File: src/rtl/wavhp_pkg.sv
package wavhp_pkg;

  localparam int OFFSET_BITS_DEF = 32;

  localparam logic [31:0] ID_RIFF = 32'h4646_4952;
  localparam logic [31:0] ID_WAVE = 32'h4556_4157;
  localparam logic [31:0] ID_FMT  = 32'h2074_6d66;
  localparam logic [31:0] ID_DATA = 32'h6174_6164;

  localparam int MIN_FILE    = 44;
  localparam int MIN_FMT     = 16;
  localparam int CHUNK_START = 12;
  localparam int RIFF_LAST   = 3;
  localparam int WAVE_LAST   = 11;
  localparam int HDR_LAST    = 7;

  typedef enum logic [3:0] {
    ST_OK           = 4'd0,
    ST_SHORT        = 4'd1,
    ST_NO_RIFF      = 4'd2,
    ST_NO_WAVE      = 4'd3,
    ST_FMT_SMALL    = 4'd4,
    ST_NO_DATA      = 4'd5,
    ST_NOT_PCM      = 4'd6,
    ST_NOT_16BIT    = 4'd7,
    ST_BAD_CHANNELS = 4'd8,
    ST_TOO_LONG     = 4'd9
  } status_t;

  typedef enum logic [1:0] {
    KIND_OTHER = 2'd0,
    KIND_FMT   = 2'd1,
    KIND_DATA  = 2'd2
  } kind_t;

  typedef struct packed {
    status_t     status;
    logic [15:0] channel_count;
    logic [31:0] sample_rate;
    logic [31:0] data_start;
    logic [30:0] sample_total;
  } res_t;

endpackage

File: src/rtl/wav_header_chunk_parser_unit.sv
// channel | dir | ports                                     | moves
// in      | in  | in_valid in_stall in_byte_value in_is_last | one file byte per word
// out     | out | out_valid out_stall out_status            | one summary word per file,
//         |     | out_channel_count out_sample_rate         | after the marked last byte
//         |     | out_data_start out_sample_total           |
//
// one word a cycle unless a last byte waits on a stalled summary; a word goes
// input register -> chunk walker -> result register
// the walker updates its counters and fields once per byte
// rst_n is synchronous; in_stall is high while reset is low
// a stalled summary holds the last byte in the input register; other
// bytes keep flowing past a waiting summary
module wav_header_chunk_parser_unit import wavhp_pkg::*; #(
  parameter int OFFSET_BITS = OFFSET_BITS_DEF
) (
  input  logic        clk,
  input  logic        rst_n,
  input  logic        in_valid,
  output logic        in_stall,
  input  logic [7:0]  in_byte_value,
  input  logic        in_is_last,
  output logic        out_valid,
  input  logic        out_stall,
  output logic [3:0]  out_status,
  output logic [15:0] out_channel_count,
  output logic [31:0] out_sample_rate,
  output logic [31:0] out_data_start,
  output logic [30:0] out_sample_total
);

  logic       s1_v_r, s1_v_nxt;
  logic [7:0] s1_byte_r;
  logic       s1_last_r;
  logic       adv;
  logic       take;
  logic       out_v_r, out_v_nxt;
  res_t       res;
  res_t       res_r;

  assign adv      = s1_v_r && (!s1_last_r || !out_v_r || !out_stall);
  assign in_stall = !rst_n || (s1_v_r && !adv);
  assign take     = in_valid && !in_stall;
  assign s1_v_nxt = take || (s1_v_r && !adv);

  always_comb begin
    if (adv && s1_last_r) begin
      out_v_nxt = 1'b1;
    end else begin
      out_v_nxt = out_v_r && out_stall;
    end
  end

  wavhp_walk #(
    .OFFSET_BITS(OFFSET_BITS)
  ) u_walk (
    .clk     (clk),
    .rst_n   (rst_n),
    .step_en (adv),
    .byte_in (s1_byte_r),
    .last_in (s1_last_r),
    .res     (res)
  );

  always_ff @(posedge clk) begin
    if (!rst_n) begin
      s1_v_r  <= 1'b0;
      out_v_r <= 1'b0;
    end else begin
      s1_v_r  <= s1_v_nxt;
      out_v_r <= out_v_nxt;
    end
  end

  always_ff @(posedge clk) begin
    if (take) begin
      s1_byte_r <= in_byte_value;
      s1_last_r <= in_is_last;
    end
    if (adv && s1_last_r) begin
      res_r <= res;
    end
  end

  assign out_valid         = out_v_r;
  assign out_status        = res_r.status;
  assign out_channel_count = res_r.channel_count;
  assign out_sample_rate   = res_r.sample_rate;
  assign out_data_start    = res_r.data_start;
  assign out_sample_total  = res_r.sample_total;

endmodule

File: src/rtl/wavhp_walk.sv
module wavhp_walk import wavhp_pkg::*; #(
  parameter int OFFSET_BITS = OFFSET_BITS_DEF
) (
  input  logic       clk,
  input  logic       rst_n,
  input  logic       step_en,
  input  logic [7:0] byte_in,
  input  logic       last_in,
  output res_t       res
);

  localparam int CE_W = ((OFFSET_BITS > 32) ? OFFSET_BITS : 32) + 2;

  logic [OFFSET_BITS-1:0] pos_r, pos_nxt;
  logic                   over_r, over_nxt;
  logic [63:0]            shift_r, shift_nxt;
  logic                   riff_r, riff_nxt;
  logic                   wave_r, wave_nxt;
  kind_t                  kind_r, kind_nxt;
  logic [CE_W-1:0]        chunk_end_r, chunk_end_nxt;
  logic [CE_W-1:0]        body_start_r, body_start_nxt;
  logic [31:0]            chunk_len_r, chunk_len_nxt;
  logic [15:0]            pend_fmt_r, pend_fmt_nxt;
  logic [15:0]            pend_ch_r, pend_ch_nxt;
  logic [31:0]            pend_rate_r, pend_rate_nxt;
  logic [15:0]            pend_bits_r, pend_bits_nxt;
  logic [15:0]            fmt_code_r, fmt_code_nxt;
  logic [15:0]            ch_num_r, ch_num_nxt;
  logic [31:0]            rate_r, rate_nxt;
  logic [15:0]            bits_r, bits_nxt;
  logic [31:0]            data_begin_r, data_begin_nxt;
  logic [31:0]            data_bytes_r, data_bytes_nxt;
  logic                   fmt_err_r, fmt_err_nxt;
  logic                   stopped_r, stopped_nxt;

  logic [CE_W-1:0] pos_w;
  logic [CE_W-1:0] body_off;
  logic [31:0]     hdr_id;
  logic [31:0]     hdr_len;
  logic            fin;
  kind_t           fin_kind;
  logic [31:0]     fin_len;
  logic [31:0]     fin_begin;

  assign pos_w     = CE_W'(pos_r);
  assign body_off  = pos_w - body_start_r;
  assign shift_nxt = over_r ? shift_r : {byte_in, shift_r[63:8]};
  assign hdr_id    = shift_nxt[31:0];
  assign hdr_len   = shift_nxt[63:32];

  always_comb begin
    pos_nxt        = pos_r;
    over_nxt       = over_r;
    riff_nxt       = riff_r;
    wave_nxt       = wave_r;
    kind_nxt       = kind_r;
    chunk_end_nxt  = chunk_end_r;
    body_start_nxt = body_start_r;
    chunk_len_nxt  = chunk_len_r;
    pend_fmt_nxt   = pend_fmt_r;
    pend_ch_nxt    = pend_ch_r;
    pend_rate_nxt  = pend_rate_r;
    pend_bits_nxt  = pend_bits_r;
    fmt_code_nxt   = fmt_code_r;
    ch_num_nxt     = ch_num_r;
    rate_nxt       = rate_r;
    bits_nxt       = bits_r;
    data_begin_nxt = data_begin_r;
    data_bytes_nxt = data_bytes_r;
    fmt_err_nxt    = fmt_err_r;
    stopped_nxt    = stopped_r;
    fin            = 1'b0;
    fin_kind       = kind_r;
    fin_len        = chunk_len_r;
    fin_begin      = body_start_r[31:0];

    if (!over_r) begin
      if (pos_r == OFFSET_BITS'(RIFF_LAST)) begin
        riff_nxt = (hdr_len == ID_RIFF);
      end
      if (pos_r == OFFSET_BITS'(WAVE_LAST)) begin
        wave_nxt = (hdr_len == ID_WAVE);
      end
      if (!stopped_r) begin
        if (pos_w >= chunk_end_r) begin
          // chunk header, id and length complete on its eighth byte
          if (pos_w == chunk_end_r + CE_W'(HDR_LAST)) begin
            if (hdr_id == ID_FMT) begin
              kind_nxt = KIND_FMT;
            end else if (hdr_id == ID_DATA) begin
              kind_nxt = KIND_DATA;
            end else begin
              kind_nxt = KIND_OTHER;
            end
            chunk_len_nxt  = hdr_len;
            body_start_nxt = pos_w + CE_W'(1);
            chunk_end_nxt  = pos_w + CE_W'(1) + CE_W'(hdr_len);
            if (hdr_len == 32'd0) begin
              fin       = 1'b1;
              fin_kind  = kind_nxt;
              fin_len   = 32'd0;
              fin_begin = body_start_nxt[31:0];
            end
          end
        end else if (pos_w >= body_start_r) begin
          if (kind_r == KIND_FMT && body_off[CE_W-1:4] == '0) begin
            case (body_off[3:0])
              4'd0:    pend_fmt_nxt[7:0]    = byte_in;
              4'd1:    pend_fmt_nxt[15:8]   = byte_in;
              4'd2:    pend_ch_nxt[7:0]     = byte_in;
              4'd3:    pend_ch_nxt[15:8]    = byte_in;
              4'd4:    pend_rate_nxt[7:0]   = byte_in;
              4'd5:    pend_rate_nxt[15:8]  = byte_in;
              4'd6:    pend_rate_nxt[23:16] = byte_in;
              4'd7:    pend_rate_nxt[31:24] = byte_in;
              4'd14:   pend_bits_nxt[7:0]   = byte_in;
              4'd15:   pend_bits_nxt[15:8]  = byte_in;
              default: pend_fmt_nxt         = pend_fmt_r;
            endcase
          end
          if (pos_w == chunk_end_r - CE_W'(1)) begin
            fin = 1'b1;
          end
        end
      end

      if (fin) begin
        case (fin_kind)
          KIND_FMT: begin
            if (fin_len < 32'(MIN_FMT)) begin
              fmt_err_nxt = 1'b1;
              stopped_nxt = 1'b1;
            end else begin
              fmt_code_nxt = pend_fmt_nxt;
              ch_num_nxt   = pend_ch_nxt;
              rate_nxt     = pend_rate_nxt;
              bits_nxt     = pend_bits_nxt;
            end
          end
          KIND_DATA: begin
            data_begin_nxt = fin_begin;
            data_bytes_nxt = fin_len;
          end
          default: fmt_err_nxt = fmt_err_r;
        endcase
      end

      if (pos_r == '1) begin
        over_nxt = 1'b1;
      end
      pos_nxt = pos_r + OFFSET_BITS'(1);
    end
  end

  always_comb begin
    if (over_r) begin
      res.status = ST_TOO_LONG;
    end else if (pos_r < OFFSET_BITS'(MIN_FILE - 1)) begin
      res.status = ST_SHORT;
    end else if (!riff_nxt) begin
      res.status = ST_NO_RIFF;
    end else if (!wave_nxt) begin
      res.status = ST_NO_WAVE;
    end else if (fmt_err_nxt) begin
      res.status = ST_FMT_SMALL;
    end else if (data_bytes_nxt == 32'd0) begin
      res.status = ST_NO_DATA;
    end else if (fmt_code_nxt != 16'd1) begin
      res.status = ST_NOT_PCM;
    end else if (bits_nxt != 16'd16) begin
      res.status = ST_NOT_16BIT;
    end else if (ch_num_nxt != 16'd1 && ch_num_nxt != 16'd2) begin
      res.status = ST_BAD_CHANNELS;
    end else begin
      res.status = ST_OK;
    end
    res.channel_count = ch_num_nxt;
    res.sample_rate   = rate_nxt;
    res.data_start    = data_begin_nxt;
    res.sample_total  = data_bytes_nxt[31:1];
  end

  // the last byte of a file returns everything to the start state
  always_ff @(posedge clk) begin
    if (!rst_n || (step_en && last_in)) begin
      pos_r        <= '0;
      over_r       <= 1'b0;
      shift_r      <= '0;
      riff_r       <= 1'b0;
      wave_r       <= 1'b0;
      kind_r       <= KIND_OTHER;
      chunk_end_r  <= CE_W'(CHUNK_START);
      body_start_r <= CE_W'(CHUNK_START);
      chunk_len_r  <= '0;
      pend_fmt_r   <= '0;
      pend_ch_r    <= '0;
      pend_rate_r  <= '0;
      pend_bits_r  <= '0;
      fmt_code_r   <= '0;
      ch_num_r     <= '0;
      rate_r       <= '0;
      bits_r       <= '0;
      data_begin_r <= '0;
      data_bytes_r <= '0;
      fmt_err_r    <= 1'b0;
      stopped_r    <= 1'b0;
    end else if (step_en) begin
      pos_r        <= pos_nxt;
      over_r       <= over_nxt;
      shift_r      <= shift_nxt;
      riff_r       <= riff_nxt;
      wave_r       <= wave_nxt;
      kind_r       <= kind_nxt;
      chunk_end_r  <= chunk_end_nxt;
      body_start_r <= body_start_nxt;
      chunk_len_r  <= chunk_len_nxt;
      pend_fmt_r   <= pend_fmt_nxt;
      pend_ch_r    <= pend_ch_nxt;
      pend_rate_r  <= pend_rate_nxt;
      pend_bits_r  <= pend_bits_nxt;
      fmt_code_r   <= fmt_code_nxt;
      ch_num_r     <= ch_num_nxt;
      rate_r       <= rate_nxt;
      bits_r       <= bits_nxt;
      data_begin_r <= data_begin_nxt;
      data_bytes_r <= data_bytes_nxt;
      fmt_err_r    <= fmt_err_nxt;
      stopped_r    <= stopped_nxt;
    end
  end

endmodule

File: config.mk
export PLATFORM = sky130hd
export DESIGN_NAME = wav_header_chunk_parser_unit
export DESIGN_NICKNAME = d
export VERILOG_FILES = /design/src/rtl/wavhp_pkg.sv /design/src/rtl/wav_header_chunk_parser_unit.sv /design/src/rtl/wavhp_walk.sv
export SDC_FILE = /design/constraint.sdc
export NUM_CORES = 2
export LEC_CHECK = 0
export ABC_CLOCK_PERIOD_IN_PS = 15700
export BUFFER_PORTS_ARGS = -buffer_cell sky130_fd_sc_hd__buf_2
export CAP_MARGIN = 5
export CORE_MARGIN = 8
export CORE_UTILIZATION = 60
export DETAILED_ROUTE_END_ITERATION = 16
export PLACE_DENSITY = 0.78
export RECOVER_POWER = 25
export SYNTH_ARGS = -nofsm -noshare
export SYNTH_HDL_FRONTEND = slang
export SYNTH_SLANG_ARGS = --single-unit
File: constraint.sdc
create_clock -name clk -period 15.7 [get_ports clk]
set_input_delay 4.71 -clock clk [delete_from_list [all_inputs] [get_ports clk]]
set_output_delay 4.71 -clock clk [all_outputs]
set_load 0.01 [all_outputs]
==> results_dict.tcl <==
set metrics [dict create \
    post_cts_buffers 0 \
    final_common_cell "nand2_1" \
    fin_tns_setup_ns 0 \
    fin_skew_ns 0.0549 \
    reg2reg_to "out_status[3]" \
    crit_slowest_cell "buf_2" \
    drive_gt1_frac 0.0656 \
    area.sequential_um2 12300 \
    dr_total_vias 28039 \
    pre_cts_ws_ns 5.82 \
    wl_per_cell_um 20.3 \
    p_leak_nw 12.6 \
    grt_overflow 0 \
    start_kind "input port" \
    dp_hpwl_mm 63.6 \
    insertion_delay_ns 0.64 \
    cap_violations 2 \
    slew_headroom -1.95 \
    fin_crit_ns 9.92 \
    netlist_area_um2 30800 \
    cts_made_buffers 55 \
    fin_util 0.651 \
    cts_tree "yes" \
    setup_viol 0 \
    start_util 0.603 \
    grt_setup_unrepaired "no" \
    whs_ns 0.450 \
    end_kind "output port" \
    async_flop_share 0 \
    grt_max_degree 238 \
    root_buffer "clkbuf_16" \
    drc_errors 0 \
    yosysUniqueCellTypes 106 \
    syn2layout_area_growth_pct 7.98 \
    drtAntennaViolNets 0 \
    powerDensity_nw_per_um2 88.2 \
    antenna_found_initial 3 \
    multiInputGateArea_um2 17000 \
    avgSynthCellArea_um2 8.09 \
    crit_required_ns 10.99 \
    ioPinCount 130 \
    io_buffer_count 129 \
    final.fill_count 4400 \
    reg2reg_slack_ns 6.21 \
    grt_pass1_wl_mm 143 \
    ys_seq_area_frac 0.399 \
    setup_slack_ns 5.78 \
    crit_path_end "in_stall" \
    peakVddDrop_v 0.0000977 \
    critPathKind "in -> out" \
    crit_arrival_ns 5.21 \
    ys_ff_latch 552 \
    timing.rr.start "u_walk.pos_r[0]" \
    dp.cells 4386 \
    fmax_ghz 0.101 \
    die_w_um 243 \
    grt_pass1_vias 25800 \
    clk_path_buf_depth 3 \
    clk_pin_slew_ns 0.06 \
    drtIter0Drc 3300 \
    dr.pass1.iters 6 \
    max_stage_delay_ns 0.14 \
    diodes 0 \
    finalCritPeriodShare 0.632 \
    syn_inst 3807 \
    layout_common_cells "767 x nand2_1, 427 x dfxtp_1, 344 x a21oi_1" \
    finalHoldViolCount 0 \
    drt_wl_total_mm 91.1 \
    hold_class "reg -> reg" \
    status "finished, violations left" \
    hold_buffers 0 \
    synth_edf_count 124 \
    die_h_um 243 \
    ff2ff_path_depth 18 \
    die_area_um2 58900 \
    htree_levels 2 \
    synth_fp_nets 3920 \
    clock-sinks 552 \
    coreArea_um2 51100 \
    vias_per_cell 6.25 \
    slew_violations 153 \
    cp_max_fo 3 \
    ys.flop_type "dfxtp_1" \
    post_cts_resized 0 \
    grt.total_usage 0.295 \
    final_cells 4489 \
    critPathLaunch "out_stall" \
    gp_congestion 1.04 \
    ys_warn_count 0 \
    tightest_slew_ns 4.42 \
    final_nets 3876 \
    crit_chain "clkbuf_1, nand4_1, nand2_1, buf_2" \
    num_rows 83 \
    violations "capacitance limit, slew limit" \
]
critical path: cells and delay by family:
family                 cells  cell delay [ns]
AND/OR/NAND/NOR            2             0.24
buffers and inverters      2             0.27
cells by family (layout without fill, tap and decap cells):
kind of cell / Yosys count / in the layout / synth area share
muxes: 194 / 194 / 0.0645
xor gates and xnor gates: 149 / 149 / 0.0428
buffers and inverters: 392 / 394 / 0.0520
adders and majority gates: 100 / 100 / 0.0411
DFF: 552 / 552 / 0.399
and+or+nand+nor: 1602 / 1602 / 0.241
AOI/OAI and AO/OA: 818 / 818 / 0.160
per-stage QoR:
| step | cell area (um2) | total power, mW |
|---|---|---|
| 6_report | 33300 | 2.94 |
| 5_1_grt | 33300 | 3.02 |
| 4_1_cts | 33400 | 2.95 |
| 3_5_place_dp | 31600 | 1.64 |
| 3_3_place_gp | 31600 | 1.64 |
| 2_1_floorplan | 30800 | 1.59 |
worst min path at each step:
stage	startpoint	to	slack, ns	cells after the start
after global placement	u_walk.fmt_err_r	u_walk.fmt_err_r	0.44	2
final	u_walk.pend_rate_r[1]	u_walk.pend_rate_r[1]	0.45	2
after CTS	u_walk.bits_r[2]	u_walk.bits_r[2]	0.45	2
after detailed placement	u_walk.pend_rate_r[30]	u_walk.pend_rate_r[30]	0.44	2
after floorplan	u_walk.fmt_err_r	u_walk.fmt_err_r	0.42	2
after global routing	u_walk.pend_rate_r[22]	u_walk.pend_rate_r[22]	0.46	2
state kept, by name, summed over array words and instances, names as in the netlist, 16 cells and up:
signal,cells
u_walk.pend_fmt_r,16
out_sample_total,31
u_walk.bits_r,16
u_walk.ch_num_r,16
u_walk.shift_r,64
u_walk.chunk_len_r,32
u_walk.pend_bits_r,16
u_walk.pend_ch_r,16
out_sample_rate,32
u_walk.pend_rate_r,32
u_walk.pos_r,32
u_walk.chunk_end_r,34
u_walk.data_begin_r,32
u_walk.rate_r,32
u_walk.data_bytes_r,32
u_walk.body_start_r,33
out_channel_count,16
out_data_start,32
u_walk.fmt_code_r,16
synthesized netlist by cell type (12+ instances only):
master	count	share of area
a21oi_1	344	0.056
nor3_1	98	0.016
nand4_1	58	0.012
xnor2_1	78	0.022
o21a_1	13	0.0032
o21ai_0	205	0.033
a31oi_1	22	0.0045
nand2b_1	22	0.0045
mux2i_1	166	0.054
and3_1	29	0.0059
nand2_1	768	0.094
or4_1	15	0.0037
dfxtp_1	428	0.28
nor2b_1	17	0.0035
a211oi_1	63	0.015
nor2_1	329	0.040
and2_1	19	0.0039
inv_1	119	0.014
a21o_1	21	0.0051
xor2_1	70	0.020
buf_1	30	0.0037
mux2_2	27	0.0099
o211ai_1	22	0.0054
nand3_1	63	0.010
nor4_1	69	0.014
nor3b_1	12	0.0029
edfxtp_1	124	0.12
ha_1	98	0.040
or3_1	17	0.0035
clkbuf_1	221	0.027
routing by layer:
metal,global-route usage,wire length (um)
met5,0,23
met2,0.458,40500
met4,0.104,3300
met3,0.0568,8590
met1,0.408,38700
power by group:
group | switching, mW | leakage (nW) | internal [mW]
Combinational | 0.0996 | 6.89 | 0.0319
Sequential | 0.0122 | 4.78 | 1.46
Clock | 0.570 | 0.898 | 0.757
Total | 0.681 | 12.6 | 2.25
layout make-up:
| cell class | instances | area share |
|---|---|---|
| repair buffers | 172 | 0.0255 |
| inverters | 119 | 0.0135 |
| clock buffers | 79 | 0.0477 |
| clock inverters | 24 | 0.00779 |
| well taps | 680 | 0.0256 |
| multi-input cells | 2863 | 0.510 |
| flip-flops and latches | 552 | 0.370 |
(Power assumes the default switching activity.)
